## src/hdl/assert_macros.svh

```systemverilog
// ---------------------------------------------------------------------------
// Assertion macros
// Shared concurrent assertion helpers for the scheduler RTL.
// ---------------------------------------------------------------------------
`ifndef ASSERT_MACROS_SVH
`define ASSERT_MACROS_SVH

`ifndef SYNTHESIS
// Checks a property on every rising edge of clk_i outside reset.
`define MPTS_ASSERT(name, prop) \
  name: assert property (@(posedge clk_i) disable iff (!rst_ni) prop) \
    else $error("scheduler assertion failed");
// Checks that a condition never holds.
`define MPTS_ASSERT_NEVER(name, cond) `MPTS_ASSERT(name, !(cond))
`else
`define MPTS_ASSERT(name, prop)
`define MPTS_ASSERT_NEVER(name, cond)
`endif

`endif

```

## src/hdl/mpts_pkg.sv

```systemverilog
// ---------------------------------------------------------------------------
// mpts_pkg
// Types, codes and constants shared by the scheduler controller and datapath.
// ---------------------------------------------------------------------------
`default_nettype none

package mpts_pkg;

  localparam int MAX_TASKS_DEF = 16;
  localparam int MAX_CPUS_DEF  = 4;
  localparam int TIME_BITS     = 16;

  localparam int ID_W       = 8;
  localparam int PRIO_W     = 8;
  localparam int KIND_W     = 2;
  localparam int CPU_IDX_W  = 3;
  localparam int CNT_W      = 4;
  localparam int CFG_IDX_W  = 2;
  localparam int CFG_DATA_W = 16;
  localparam int LFSR_W     = 16;
  localparam int STAT_W     = 2;

  localparam logic [LFSR_W-1:0] LFSR_TAPS = 16'hB400;

  localparam logic POLICY_PRIOP = 1'b0;
  localparam logic POLICY_SRTF  = 1'b1;

  localparam logic FUNC_LOAD = 1'b0;
  localparam logic FUNC_TICK = 1'b1;

  localparam logic [STAT_W-1:0] ST_NEW   = 2'd0;
  localparam logic [STAT_W-1:0] ST_READY = 2'd1;
  localparam logic [STAT_W-1:0] ST_RUN   = 2'd2;
  localparam logic [STAT_W-1:0] ST_DONE  = 2'd3;

  localparam logic [KIND_W-1:0] KIND_LOAD_OK   = 2'd0;
  localparam logic [KIND_W-1:0] KIND_LOAD_FULL = 2'd1;
  localparam logic [KIND_W-1:0] KIND_CPU       = 2'd2;
  localparam logic [KIND_W-1:0] KIND_ALL_DONE  = 2'd3;

  localparam logic [CFG_IDX_W-1:0] CFG_POLICY = 2'd0;
  localparam logic [CFG_IDX_W-1:0] CFG_CPUS   = 2'd1;
  localparam logic [CFG_IDX_W-1:0] CFG_SEED   = 2'd2;

  typedef enum logic [3:0] {
    OP_NONE,
    OP_ACCEPT,
    OP_ADMIT,
    OP_SEL_INIT,
    OP_SEL_STEP,
    OP_PLACE,
    OP_VIC_STEP,
    OP_SWAP1,
    OP_SWAP2,
    OP_RUN_STEP,
    OP_EMIT_ONE,
    OP_EMIT_CPU,
    OP_CNT_CLR
  } op_e;

  typedef struct packed {
    op_e op;
  } cmd_t;

  typedef struct packed {
    logic is_tick;
    logic all_fin;
    logic idx_ge_loaded;
    logic idx_ge_ready;
    logic ready_empty;
    logic free_found;
    logic vic_found;
    logic idx_ge_ncpu;
    logic idx_last;
    logic out_free;
  } stat_t;

endpackage

`default_nettype wire

```

## src/hdl/mpts_ctrl.sv

```systemverilog
// ---------------------------------------------------------------------------
// mpts_ctrl
// Sequencer that walks a tick through admission, selection, placement,
// preemption, execution and reporting.
// ---------------------------------------------------------------------------
`default_nettype none
`include "assert_macros.svh"

module mpts_ctrl (
  input  wire logic            clk_i,
  input  wire logic            rst_ni,
  input  wire logic            in_valid_i,
  output logic                 in_ready_o,
  input  wire mpts_pkg::stat_t st_i,
  output mpts_pkg::cmd_t       cmd_o
);

  localparam logic [3:0] S_IDLE     = 4'd0;
  localparam logic [3:0] S_ADMIT    = 4'd1;
  localparam logic [3:0] S_SEL_INIT = 4'd2;
  localparam logic [3:0] S_SEL_SCAN = 4'd3;
  localparam logic [3:0] S_PLACE    = 4'd4;
  localparam logic [3:0] S_VIC_SCAN = 4'd5;
  localparam logic [3:0] S_SWAP1    = 4'd6;
  localparam logic [3:0] S_SWAP2    = 4'd7;
  localparam logic [3:0] S_RUN      = 4'd8;
  localparam logic [3:0] S_EMIT_CPU = 4'd9;
  localparam logic [3:0] S_EMIT_ONE = 4'd10;

  logic [3:0] state_q, state_d;

  always_comb begin
    state_d    = state_q;
    cmd_o.op   = mpts_pkg::OP_NONE;
    in_ready_o = 1'b0;
    unique case (state_q)
      S_IDLE: begin
        in_ready_o = 1'b1;
        if (in_valid_i) begin
          cmd_o.op = mpts_pkg::OP_ACCEPT;
          if (!st_i.is_tick || st_i.all_fin) state_d = S_EMIT_ONE;
          else state_d = S_ADMIT;
        end
      end
      S_ADMIT: begin
        if (st_i.idx_ge_loaded) state_d = S_SEL_INIT;
        else cmd_o.op = mpts_pkg::OP_ADMIT;
      end
      S_SEL_INIT: begin
        if (st_i.ready_empty) begin
          cmd_o.op = mpts_pkg::OP_CNT_CLR;
          state_d  = S_RUN;
        end else begin
          cmd_o.op = mpts_pkg::OP_SEL_INIT;
          state_d  = S_SEL_SCAN;
        end
      end
      S_SEL_SCAN: begin
        if (st_i.idx_ge_ready) state_d = S_PLACE;
        else cmd_o.op = mpts_pkg::OP_SEL_STEP;
      end
      S_PLACE: begin
        cmd_o.op = mpts_pkg::OP_PLACE;
        state_d  = st_i.free_found ? S_SEL_INIT : S_VIC_SCAN;
      end
      S_VIC_SCAN: begin
        if (!st_i.idx_ge_ncpu) begin
          cmd_o.op = mpts_pkg::OP_VIC_STEP;
        end else if (st_i.vic_found) begin
          state_d = S_SWAP1;
        end else begin
          cmd_o.op = mpts_pkg::OP_CNT_CLR;
          state_d  = S_RUN;
        end
      end
      S_SWAP1: begin
        cmd_o.op = mpts_pkg::OP_SWAP1;
        state_d  = S_SWAP2;
      end
      S_SWAP2: begin
        cmd_o.op = mpts_pkg::OP_SWAP2;
        state_d  = S_SEL_INIT;
      end
      S_RUN: begin
        if (st_i.idx_ge_ncpu) begin
          cmd_o.op = mpts_pkg::OP_CNT_CLR;
          state_d  = S_EMIT_CPU;
        end else begin
          cmd_o.op = mpts_pkg::OP_RUN_STEP;
        end
      end
      S_EMIT_CPU: begin
        if (st_i.out_free) begin
          cmd_o.op = mpts_pkg::OP_EMIT_CPU;
          if (st_i.idx_last) state_d = S_IDLE;
        end
      end
      S_EMIT_ONE: begin
        if (st_i.out_free) begin
          cmd_o.op = mpts_pkg::OP_EMIT_ONE;
          state_d  = S_IDLE;
        end
      end
      default: state_d = S_IDLE;
    endcase
  end

  always_ff @(posedge clk_i or negedge rst_ni) begin
    if (!rst_ni) begin
      state_q <= S_IDLE;
    end else begin
      state_q <= state_d;
    end
  end

  `MPTS_ASSERT(a_emit_needs_room, (cmd_o.op == mpts_pkg::OP_EMIT_CPU || cmd_o.op == mpts_pkg::OP_EMIT_ONE) |-> st_i.out_free)

endmodule

`default_nettype wire

```

## src/hdl/mpts_dp.sv

```systemverilog
// ---------------------------------------------------------------------------
// mpts_dp
// Task table, ready queue, processor slots, configuration registers and the
// output register of the scheduler.
// ---------------------------------------------------------------------------
`default_nettype none
`include "assert_macros.svh"

module mpts_dp #(
  parameter int MAX_TASKS = mpts_pkg::MAX_TASKS_DEF,
  parameter int MAX_CPUS  = mpts_pkg::MAX_CPUS_DEF
) (
  input  wire logic                             clk_i,
  input  wire logic                             rst_ni,
  input  wire mpts_pkg::cmd_t                   cmd_i,
  output mpts_pkg::stat_t                       st_o,
  input  wire logic                             func_i,
  input  wire logic [mpts_pkg::ID_W-1:0]        task_id_i,
  input  wire logic [mpts_pkg::TIME_BITS-1:0]   arrival_time_i,
  input  wire logic [mpts_pkg::TIME_BITS-1:0]   duration_i,
  input  wire logic [mpts_pkg::PRIO_W-1:0]      priority_req_i,
  input  wire logic                             cfg_valid_i,
  input  wire logic [mpts_pkg::CFG_IDX_W-1:0]   cfg_index_i,
  input  wire logic [mpts_pkg::CFG_DATA_W-1:0]  cfg_data_i,
  input  wire logic                             out_ready_i,
  output logic                                  out_valid_o,
  output logic [mpts_pkg::KIND_W-1:0]           kind_o,
  output logic [mpts_pkg::CPU_IDX_W-1:0]        cpu_index_o,
  output logic [mpts_pkg::ID_W-1:0]             running_id_o,
  output logic [mpts_pkg::TIME_BITS-1:0]        remaining_o,
  output logic                                  busy_res_o,
  output logic                                  finished_o,
  output logic [mpts_pkg::TIME_BITS-1:0]        tick_value_o,
  output logic                                  all_done_o,
  output logic                                  last_o
);

  localparam int TW = (MAX_TASKS > 1) ? $clog2(MAX_TASKS) : 1;
  localparam int LW = $clog2(MAX_TASKS + 1);
  localparam int CW = (MAX_CPUS > 1) ? $clog2(MAX_CPUS) : 1;
  localparam int NW = $clog2(MAX_CPUS + 1);
  localparam int IW = (LW > NW) ? LW : NW;
  localparam int TB = mpts_pkg::TIME_BITS;
  localparam int DW = mpts_pkg::ID_W;
  localparam int PW = mpts_pkg::PRIO_W;
  localparam int SW = mpts_pkg::STAT_W;
  localparam int RW = mpts_pkg::LFSR_W;

  // Configuration and tie-break state.
  logic                       policy_q;
  logic [mpts_pkg::CNT_W-1:0] cpu_count_q;
  logic [RW-1:0]              lfsr_q, lfsr_next;

  // Task table.
  logic [DW-1:0] ident_q [MAX_TASKS];
  logic [TB-1:0] arr_q   [MAX_TASKS];
  logic [TB-1:0] len_q   [MAX_TASKS];
  logic [TB-1:0] left_q  [MAX_TASKS];
  logic [PW-1:0] urg_q   [MAX_TASKS];
  logic [SW-1:0] stat_q  [MAX_TASKS];

  // Ready queue and processors.
  logic [TW-1:0] rq_q [MAX_TASKS];
  logic [LW-1:0] ready_len_q;
  logic [TW-1:0] slot_q [MAX_CPUS];
  logic [MAX_CPUS-1:0] cvalid_q;

  logic [TB-1:0] clock_q;
  logic [LW-1:0] done_q, loaded_q;
  logic [IW-1:0] idx_q;
  logic [TW-1:0] idx_t;
  logic [CW-1:0] idx_c;

  // Current best candidate and victim search.
  logic [TW-1:0] best_pos_q, best_task_q;
  logic [PW-1:0] best_urg_q, ref_urg_q;
  logic [TB-1:0] best_left_q, best_arr_q, best_len_q, ref_left_q;
  logic [CW-1:0] victim_q;
  logic          vic_found_q;

  // Per-processor results of the current tick.
  logic [DW-1:0] r_id_q   [MAX_CPUS];
  logic [TB-1:0] r_rem_q  [MAX_CPUS];
  logic          r_busy_q [MAX_CPUS];
  logic          r_fin_q  [MAX_CPUS];

  logic [mpts_pkg::KIND_W-1:0] res_kind_q;

  // Single read port into the task table.
  logic [TW-1:0] rd_idx;
  logic [DW-1:0] rd_ident;
  logic [TB-1:0] rd_arr, rd_len, rd_left;
  logic [PW-1:0] rd_urg;
  logic [SW-1:0] rd_stat;

  logic [NW-1:0] ncpu;
  logic          all_fin, out_free, idx_last, load_room, admit_hit;
  logic          free_found;
  logic [CW-1:0] free_cpu;
  logic          b_worse, c_worse, cand_wins, lfsr_used, vic_worse;
  logic [TB-1:0] new_left;
  logic [TW-1:0] rq_tail;

  assign idx_t   = idx_q[TW-1:0];
  assign idx_c   = idx_q[CW-1:0];
  assign rq_tail = TW'(ready_len_q - 1'b1);

  always_comb begin
    case (cmd_i.op)
      mpts_pkg::OP_ADMIT:    rd_idx = idx_t;
      mpts_pkg::OP_SEL_INIT: rd_idx = rq_q[0];
      mpts_pkg::OP_SEL_STEP: rd_idx = rq_q[idx_t];
      mpts_pkg::OP_VIC_STEP,
      mpts_pkg::OP_RUN_STEP: rd_idx = slot_q[idx_c];
      default:               rd_idx = best_task_q;
    endcase
  end

  assign rd_ident = ident_q[rd_idx];
  assign rd_arr   = arr_q[rd_idx];
  assign rd_len   = len_q[rd_idx];
  assign rd_left  = left_q[rd_idx];
  assign rd_urg   = urg_q[rd_idx];
  assign rd_stat  = stat_q[rd_idx];

  // A count of zero runs one processor; a count above the build limit is clamped.
  always_comb begin
    if (cpu_count_q == '0) ncpu = NW'(1);
    else if (32'(cpu_count_q) > MAX_CPUS) ncpu = NW'(MAX_CPUS);
    else ncpu = NW'(cpu_count_q);
  end

  assign all_fin   = (loaded_q != '0) && (done_q >= loaded_q);
  assign out_free  = !out_valid_o || out_ready_i;
  assign idx_last  = ((idx_q + 1) == ncpu);
  assign load_room = (32'(loaded_q) < MAX_TASKS);
  assign admit_hit = (rd_stat == mpts_pkg::ST_NEW) && (rd_arr == clock_q);
  assign new_left  = (rd_left == '0) ? '0 : rd_left - 1'b1;
  assign lfsr_next = {1'b0, lfsr_q[RW-1:1]} ^ (lfsr_q[0] ? mpts_pkg::LFSR_TAPS : '0);

  // Lowest-numbered idle processor among those in use.
  always_comb begin
    free_found = 1'b0;
    free_cpu   = '0;
    for (int i = MAX_CPUS - 1; i >= 0; i--) begin
      if ((i < ncpu) && !cvalid_q[i]) begin
        free_found = 1'b1;
        free_cpu   = CW'(i);
      end
    end
  end

  // Candidate against the current best: key, then arrival, then length, then LFSR.
  always_comb begin
    lfsr_used = 1'b0;
    if (policy_q == mpts_pkg::POLICY_PRIOP) begin
      b_worse = best_urg_q < rd_urg;
      c_worse = rd_urg < best_urg_q;
    end else begin
      b_worse = best_left_q > rd_left;
      c_worse = rd_left > best_left_q;
    end
    if (b_worse) cand_wins = 1'b1;
    else if (c_worse) cand_wins = 1'b0;
    else if (rd_arr != best_arr_q) cand_wins = rd_arr < best_arr_q;
    else if (rd_len != best_len_q) cand_wins = rd_len < best_len_q;
    else begin
      lfsr_used = 1'b1;
      cand_wins = lfsr_q[0];
    end
  end

  always_comb begin
    if (policy_q == mpts_pkg::POLICY_PRIOP) vic_worse = rd_urg < ref_urg_q;
    else vic_worse = rd_left > ref_left_q;
    vic_worse = vic_worse && cvalid_q[idx_c];
  end

  // Control state.
  always_ff @(posedge clk_i or negedge rst_ni) begin
    if (!rst_ni) begin
      policy_q    <= mpts_pkg::POLICY_SRTF;
      cpu_count_q <= mpts_pkg::CNT_W'(1);
      lfsr_q      <= RW'(1);
      cvalid_q    <= '0;
      ready_len_q <= '0;
      done_q      <= '0;
      loaded_q    <= '0;
      clock_q     <= '0;
      idx_q       <= '0;
      vic_found_q <= 1'b0;
      out_valid_o <= 1'b0;
    end else begin
      if (cfg_valid_i) begin
        case (cfg_index_i)
          mpts_pkg::CFG_POLICY: policy_q <= cfg_data_i[0];
          mpts_pkg::CFG_CPUS:   cpu_count_q <= cfg_data_i[mpts_pkg::CNT_W-1:0];
          mpts_pkg::CFG_SEED:   lfsr_q <= (cfg_data_i == '0) ? RW'(1) : cfg_data_i;
          default: ;
        endcase
      end
      if (out_ready_i) out_valid_o <= 1'b0;
      case (cmd_i.op)
        mpts_pkg::OP_ACCEPT: begin
          idx_q <= '0;
          if (func_i == mpts_pkg::FUNC_LOAD && load_room) loaded_q <= loaded_q + 1'b1;
        end
        mpts_pkg::OP_ADMIT: begin
          idx_q <= idx_q + 1'b1;
          if (admit_hit && 32'(ready_len_q) < MAX_TASKS) ready_len_q <= ready_len_q + 1'b1;
        end
        mpts_pkg::OP_SEL_INIT: idx_q <= IW'(1);
        mpts_pkg::OP_SEL_STEP: begin
          idx_q <= idx_q + 1'b1;
          if (lfsr_used) lfsr_q <= lfsr_next;
        end
        mpts_pkg::OP_PLACE: begin
          if (free_found) begin
            cvalid_q[free_cpu] <= 1'b1;
            ready_len_q        <= ready_len_q - 1'b1;
          end else begin
            idx_q       <= '0;
            vic_found_q <= 1'b0;
          end
        end
        mpts_pkg::OP_VIC_STEP: begin
          idx_q <= idx_q + 1'b1;
          if (vic_worse) vic_found_q <= 1'b1;
        end
        mpts_pkg::OP_RUN_STEP: begin
          idx_q <= idx_q + 1'b1;
          if (cvalid_q[idx_c] && new_left == '0) begin
            cvalid_q[idx_c] <= 1'b0;
            done_q          <= done_q + 1'b1;
          end
        end
        mpts_pkg::OP_EMIT_ONE: out_valid_o <= 1'b1;
        mpts_pkg::OP_EMIT_CPU: begin
          out_valid_o <= 1'b1;
          idx_q       <= idx_q + 1'b1;
          if (idx_last) clock_q <= clock_q + 1'b1;
        end
        mpts_pkg::OP_CNT_CLR: idx_q <= '0;
        default: ;
      endcase
    end
  end

  // Tables, candidate registers and output payload.
  always_ff @(posedge clk_i) begin
    case (cmd_i.op)
      mpts_pkg::OP_ACCEPT: begin
        if (func_i == mpts_pkg::FUNC_TICK) res_kind_q <= mpts_pkg::KIND_ALL_DONE;
        else if (load_room) res_kind_q <= mpts_pkg::KIND_LOAD_OK;
        else res_kind_q <= mpts_pkg::KIND_LOAD_FULL;
        if (func_i == mpts_pkg::FUNC_LOAD && load_room) begin
          ident_q[loaded_q[TW-1:0]] <= task_id_i;
          arr_q[loaded_q[TW-1:0]]   <= arrival_time_i;
          len_q[loaded_q[TW-1:0]]   <= duration_i;
          left_q[loaded_q[TW-1:0]]  <= duration_i;
          urg_q[loaded_q[TW-1:0]]   <= priority_req_i;
          stat_q[loaded_q[TW-1:0]]  <= mpts_pkg::ST_NEW;
        end
      end
      mpts_pkg::OP_ADMIT: begin
        if (admit_hit) begin
          stat_q[idx_t] <= mpts_pkg::ST_READY;
          if (32'(ready_len_q) < MAX_TASKS) rq_q[ready_len_q[TW-1:0]] <= idx_t;
        end
      end
      mpts_pkg::OP_SEL_INIT: begin
        best_pos_q  <= '0;
        best_task_q <= rd_idx;
        best_urg_q  <= rd_urg;
        best_left_q <= rd_left;
        best_arr_q  <= rd_arr;
        best_len_q  <= rd_len;
      end
      mpts_pkg::OP_SEL_STEP: begin
        if (cand_wins) begin
          best_pos_q  <= idx_t;
          best_task_q <= rd_idx;
          best_urg_q  <= rd_urg;
          best_left_q <= rd_left;
          best_arr_q  <= rd_arr;
          best_len_q  <= rd_len;
        end
      end
      mpts_pkg::OP_PLACE: begin
        if (free_found) begin
          slot_q[free_cpu]    <= best_task_q;
          stat_q[best_task_q] <= mpts_pkg::ST_RUN;
          for (int k = 0; k < MAX_TASKS - 1; k++) begin
            if (k >= best_pos_q) rq_q[k] <= rq_q[k + 1];
          end
        end else begin
          ref_urg_q  <= best_urg_q;
          ref_left_q <= best_left_q;
        end
      end
      mpts_pkg::OP_VIC_STEP: begin
        if (vic_worse) begin
          ref_urg_q  <= rd_urg;
          ref_left_q <= rd_left;
          victim_q   <= idx_c;
        end
      end
      mpts_pkg::OP_SWAP1: begin
        // The preempted task leaves its processor and rejoins the queue tail.
        stat_q[slot_q[victim_q]] <= mpts_pkg::ST_READY;
        for (int k = 0; k < MAX_TASKS - 1; k++) begin
          if (k >= best_pos_q) rq_q[k] <= rq_q[k + 1];
        end
        rq_q[rq_tail]    <= slot_q[victim_q];
        slot_q[victim_q] <= best_task_q;
      end
      mpts_pkg::OP_SWAP2: stat_q[best_task_q] <= mpts_pkg::ST_RUN;
      mpts_pkg::OP_RUN_STEP: begin
        if (cvalid_q[idx_c]) begin
          left_q[rd_idx]  <= new_left;
          r_id_q[idx_c]   <= rd_ident;
          r_rem_q[idx_c]  <= new_left;
          r_busy_q[idx_c] <= 1'b1;
          r_fin_q[idx_c]  <= (new_left == '0);
          if (new_left == '0) stat_q[rd_idx] <= mpts_pkg::ST_DONE;
        end else begin
          r_id_q[idx_c]   <= '0;
          r_rem_q[idx_c]  <= '0;
          r_busy_q[idx_c] <= 1'b0;
          r_fin_q[idx_c]  <= 1'b0;
        end
      end
      mpts_pkg::OP_EMIT_ONE: begin
        kind_o       <= res_kind_q;
        cpu_index_o  <= '0;
        running_id_o <= '0;
        remaining_o  <= '0;
        busy_res_o   <= 1'b0;
        finished_o   <= 1'b0;
        tick_value_o <= clock_q;
        all_done_o   <= all_fin;
        last_o       <= 1'b1;
      end
      mpts_pkg::OP_EMIT_CPU: begin
        kind_o       <= mpts_pkg::KIND_CPU;
        cpu_index_o  <= mpts_pkg::CPU_IDX_W'(idx_q);
        running_id_o <= r_id_q[idx_c];
        remaining_o  <= r_rem_q[idx_c];
        busy_res_o   <= r_busy_q[idx_c];
        finished_o   <= r_fin_q[idx_c];
        tick_value_o <= clock_q;
        all_done_o   <= all_fin;
        last_o       <= idx_last;
      end
      default: ;
    endcase
  end

  always_comb begin
    st_o.is_tick       = (func_i == mpts_pkg::FUNC_TICK);
    st_o.all_fin       = all_fin;
    st_o.idx_ge_loaded = (idx_q >= loaded_q);
    st_o.idx_ge_ready  = (idx_q >= ready_len_q);
    st_o.ready_empty   = (ready_len_q == '0);
    st_o.free_found    = free_found;
    st_o.vic_found     = vic_found_q;
    st_o.idx_ge_ncpu   = (idx_q >= ncpu);
    st_o.idx_last      = idx_last;
    st_o.out_free      = out_free;
  end

  `MPTS_ASSERT(a_queue_bound, ready_len_q <= loaded_q)
  `MPTS_ASSERT(a_task_balance, ($countones(cvalid_q) + done_q) <= loaded_q)
  `MPTS_ASSERT(a_loaded_grows, 1'b1 |=> loaded_q >= $past(loaded_q))

endmodule

`default_nettype wire

```

## src/hdl/multicore_preemptive_task_scheduler.sv

```systemverilog
// ---------------------------------------------------------------------------
// multicore_preemptive_task_scheduler
// Preemptive priority / shortest-remaining-time scheduler for several CPUs.
// ---------------------------------------------------------------------------
// Usage: an input item with func 0 loads one task into the table and yields
// one item (accepted or table full). An item with func 1 advances one tick:
// tasks arriving now join the ready queue, the best ready tasks fill idle
// processors or preempt the strictly worst running task, then each busy
// processor runs one tick. A tick yields one report item per processor in
// use, the final one flagged by last, or a single all-done item.
// The configuration channel sets the policy, the processor count and the
// tie-break seed; the user must write it only while the block is idle, and
// the block itself does not enforce this. A load result is registered in the
// reporting state after acceptance, once the output register is free. A tick
// scans the loaded tasks, the ready queue and the processors in turn; the
// single-read-port task table is scanned one entry per cycle.
// The next item is accepted once the last result sits in the output register.
// Reset empties the table and queue, idles every processor, zeroes the
// clock, and sets SRTF, one processor and seed 1. A stalled receiver holds
// the output register and the sequencer waits with it.
// ---------------------------------------------------------------------------
`default_nettype none

module multicore_preemptive_task_scheduler #(
  parameter int MAX_TASKS = mpts_pkg::MAX_TASKS_DEF,
  parameter int MAX_CPUS  = mpts_pkg::MAX_CPUS_DEF
) (
  input  wire logic                             clk_i,
  input  wire logic                             rst_ni,
  input  wire logic                             in_valid_i,
  output logic                                  in_ready_o,
  input  wire logic                             func_i,
  input  wire logic [mpts_pkg::ID_W-1:0]        task_id_i,
  input  wire logic [mpts_pkg::TIME_BITS-1:0]   arrival_time_i,
  input  wire logic [mpts_pkg::TIME_BITS-1:0]   duration_i,
  input  wire logic [mpts_pkg::PRIO_W-1:0]      priority_req_i,
  input  wire logic                             cfg_valid_i,
  output logic                                  cfg_ready_o,
  input  wire logic [mpts_pkg::CFG_IDX_W-1:0]   cfg_index_i,
  input  wire logic [mpts_pkg::CFG_DATA_W-1:0]  cfg_data_i,
  output logic                                  out_valid_o,
  input  wire logic                             out_ready_i,
  output logic [mpts_pkg::KIND_W-1:0]           kind_o,
  output logic [mpts_pkg::CPU_IDX_W-1:0]        cpu_index_o,
  output logic [mpts_pkg::ID_W-1:0]             running_id_o,
  output logic [mpts_pkg::TIME_BITS-1:0]        remaining_o,
  output logic                                  busy_res_o,
  output logic                                  finished_o,
  output logic [mpts_pkg::TIME_BITS-1:0]        tick_value_o,
  output logic                                  all_done_o,
  output logic                                  last_o
);

  mpts_pkg::cmd_t  cmd;
  mpts_pkg::stat_t st;

  // Configuration registers are plain flops, so a write is always taken.
  assign cfg_ready_o = 1'b1;

  mpts_ctrl u_ctrl (
    .clk_i      (clk_i),
    .rst_ni     (rst_ni),
    .in_valid_i (in_valid_i),
    .in_ready_o (in_ready_o),
    .st_i       (st),
    .cmd_o      (cmd)
  );

  mpts_dp #(
    .MAX_TASKS (MAX_TASKS),
    .MAX_CPUS  (MAX_CPUS)
  ) u_dp (
    .clk_i          (clk_i),
    .rst_ni         (rst_ni),
    .cmd_i          (cmd),
    .st_o           (st),
    .func_i         (func_i),
    .task_id_i      (task_id_i),
    .arrival_time_i (arrival_time_i),
    .duration_i     (duration_i),
    .priority_req_i (priority_req_i),
    .cfg_valid_i    (cfg_valid_i),
    .cfg_index_i    (cfg_index_i),
    .cfg_data_i     (cfg_data_i),
    .out_ready_i    (out_ready_i),
    .out_valid_o    (out_valid_o),
    .kind_o         (kind_o),
    .cpu_index_o    (cpu_index_o),
    .running_id_o   (running_id_o),
    .remaining_o    (remaining_o),
    .busy_res_o     (busy_res_o),
    .finished_o     (finished_o),
    .tick_value_o   (tick_value_o),
    .all_done_o     (all_done_o),
    .last_o         (last_o)
  );

endmodule

`default_nettype wire
```

## config.mk

```make
export PLATFORM = sky130hd
export DESIGN_NAME = multicore_preemptive_task_scheduler
export DESIGN_NICKNAME = d
export VERILOG_FILES = /design/src/hdl/mpts_pkg.sv /design/src/hdl/mpts_ctrl.sv /design/src/hdl/mpts_dp.sv /design/src/hdl/multicore_preemptive_task_scheduler.sv
export VERILOG_INCLUDE_DIRS = /design/src /design/src/hdl
export SDC_FILE = /design/constraint.sdc
export NUM_CORES = 2
export LEC_CHECK = 0
export BUFFER_PORTS_ARGS = -buffer_cell sky130_fd_sc_hd__buf_2
export CORE_MARGIN = 4
export CORE_UTILIZATION = 45
export DETAILED_ROUTE_END_ITERATION = 10
export SLEW_MARGIN = 20
export SYNTH_ARGS = -nofsm -noshare
export SYNTH_HDL_FRONTEND = slang
export SYNTH_HIERARCHICAL = 1
export SYNTH_SLANG_ARGS = --single-unit
```

## constraint.sdc

```tcl
create_clock -name clk_i -period 20.7 [get_ports clk_i]
set_clock_uncertainty 0.1 [all_clocks]
set_input_delay 1.035 -clock clk_i [delete_from_list [all_inputs] [get_ports clk_i]]
set_output_delay 1.035 -clock clk_i [all_outputs]
set_load 0.03 [all_outputs]
```

==> flow_summary.toml <==
[status]
status = "complete, no violations"

[clock_tree]
cts_hold_buf = 0
path_clk_slew_ps = 60
root_buffer = "clkbuf_16"
post_cts_buffers = 0
cts_buffer_depth = 3
cts_tree = "yes"
cts_resized = 0
cts_buffers = 154
clock_latency_ps = 790
clkSinkCount = 1450
cts_max_level = 4

[synth]
synth_compound_area_frac = 0.07017
synthTopCellsByCount = "edfxtp_1 (1,381), nand2_1 (816), nand3_1 (395)"
ys_seq_elements = 1450
synthAdderAreaFrac = 0.02230
syn_inst = 4831
ys_warn_count = 6
ys_seq_area_frac = 0.6751
yosys.area_share.simple = 0.1247
synth.net_count = 5017
ys.flop_type = "edfxtp_1"
async_flop_share = 0.04621
synth_most_common_cell = "edfxtp_1"
yosysTopAreaCell = "edfxtp_1"
ys_top_cells_by_area = "edfxtp_1 (65%), nand2_1 (4.8%), mux2i_1 (3.7%)"
synth_area_um2 = 63970
synth_xor_area_frac = 0.008606
synth_top_area_frac = 0.6482
syn_area_per_cell_um2 = 13.24
synth_top_family_by_area = "simple AND/OR/NAND/NOR gates"
synthMuxAreaShare = 0.06931
synth_cell_types = 102
synth_enable_flop_cells = 1381

[sta]
rsz0062_at_grt = "false"
setup_viol = 0
slew_headroom = 0.1905
slew_viol_final = 0
max_freq_mhz = 82.35
worst_pin_slew_ps = 1210
period_needed_ps = 12140
hold_viol = 0
fin_tns_setup_ps = 0
fin_crit_sh = 0.5866

[routing]
drt_first_pass_iters = 6
wl_um = 177800
drt_iter0_drc = 4105
drtAntennaViolNets = 0
via_count = 40664
wire_per_inst_um = 25.56
remaining_drc_errors = 0
vias_per_cell = 5.846

[critical_path]
cp-end-kind = "flip-flop"
crit_start = "u_dp/idx_q[0]"
cp_slowest_cell = "nor4bb_2"
cp_num_buf_inv = 8
r2r-start = "u_dp/idx_q[0]"
worstSetupPathType = "flip-flop to flip-flop"
critPathTopFamily = "buffers and inverters"
start_kind = "flip-flop"
critical_path.max_stage_delay_ps = 890
arrival_ps = 12440
critPathMaxFanout = 131
cp.required_ps = 21000

[cells_and_area]
area_growth_pct = 12.18
nets = 5115
fin_util = 0.5075
drive_above_1_share = 0.1313

[floorplanning]
coreArea_um2 = 141400
dieArea_um2 = 148300
dieWidth_um = 385.0
rows = 138
pin_count = 124
die_h_um = 385.0
start_util = 0.4524

[grt]
grt_max_degree = 156
grt_antenna_before_repair = 13
grtUsageTotal = 0.2380
grt_pass1_wl_um = 262500
grt_overflow = 0
grt_pass1_vias = 39018

[place]
place_congestion = 0.9056
io_buffers = 122
hpwl_um = 106700

[worst_hold_path]
min_path_type = "input pin to asynchronous set/reset pin"

[flow_run]
cap_violations = 0
-- layer usage --
metal | track usage | up-vias | wire, µm
met5 | 0 | - | 41
met4 | 0.07677 | 6 | 4893
met1 | 0.3301 | 20527 | 75410
met3 | 0.04131 | 291 | 12760
li1 | - | 18325 | -
met2 | 0.3835 | 1515 | 84720
-- flip-flops by register name, summed over array words and instances (netlist names), 16 cells and up, named ones only --
name	count
u_dp/arr_q	256
u_dp/left_q	256
u_dp/len_q	256
u_dp/ident_q	128
u_dp/urg_q	128
u_dp/r_rem_q	64
u_dp/rq_q	64
u_dp/r_id_q	32
u_dp/stat_q	32
u_dp/best_arr_q	16
u_dp/best_left_q	16
u_dp/best_len_q	16
u_dp/clock_q	16
u_dp/lfsr_q	16
u_dp/ref_left_q	16
u_dp/remaining_o	16
u_dp/slot_q	16
u_dp/tick_value_o	16
-- final cells by class --
cell class,instances,area (µm²)
flip-flops and latches,1450,43200
multi-input cells,2945,19160
inverters,152,598.1
well taps,1890,2365
clock inverters,90,842.1
repair buffers,226,1496
fillers,12011,69640
clock buffers,196,4094
diodes,7,17.52
-- per-stage QoR --
step	hold slack, ps	worst slack [ps]	instances	cell area (µm²)
after floorplan	323.1	9555	4831	63970
after global placement	369.0	8650	6661	66720
after detailed placement	373.2	8604	6662	66750
after CTS	58.52	8567	6948	71690
after global routing	87.29	7724	6950	71750
final	88.43	8557	6956	71770
-- logic make-up (layout without fill, tap and decap cells) --
family	Yosys count	in the layout
other	1	8
AOI/OAI and AO/OA	638	638
muxes	376	376
DFF	1450	1450
adders and majority gates	114	114
buffers and inverters	436	664
and+or+nand+nor	1754	1754
xor gates and xnor gates	62	62
-- cells in the final DEF, fill, tap and decap left out, types with 34 or more instances in the layout --
master        n
a21oi_1     108
and3_1       38
buf_2       121
buf_4        98
clkbuf_1     36
clkbuf_16   156
clkinv_1     37
dfrtp_1      62
edfxtp_1   1381
ha_1        114
inv_1       143
mux2_2       90
mux2i_1     239
mux4_2       44
nand2_1     816
nand2b_1     34
nand3_1     395
nand4_1      54
nor2_1      194
nor2b_1      38
nor3_1       56
o211ai_1     61
o21a_1       36
o21ai_0     116
xnor2_1      41
-- final timing paths --
check	depth (start not counted)	slack, ps	end
max in group asynchronous	2	19320	u_dp/idx_q[0]
max	36	8560	u_dp/best_arr_q[7]
min reg2reg	1	390	u_dp/done_q[4]
min	1	90	u_ctrl/state_q[0]
max reg2reg	36	8560	u_dp/best_arr_q[7]
min in group clk_i	1	390	u_dp/done_q[4]
-- worst reg2reg max path: cells and delay by family (launching register included) --
kind,cells,cell delay [ps]
flops,1,790
fa+ha+maj,2,690
mux,1,430
compound gates,18,3560
buf+inv,8,3840
simple gates,7,2230
Power is left out: the tool's default activity adds up to more than one toggle a clock period on the data nets, which glitch-free logic cannot reach.
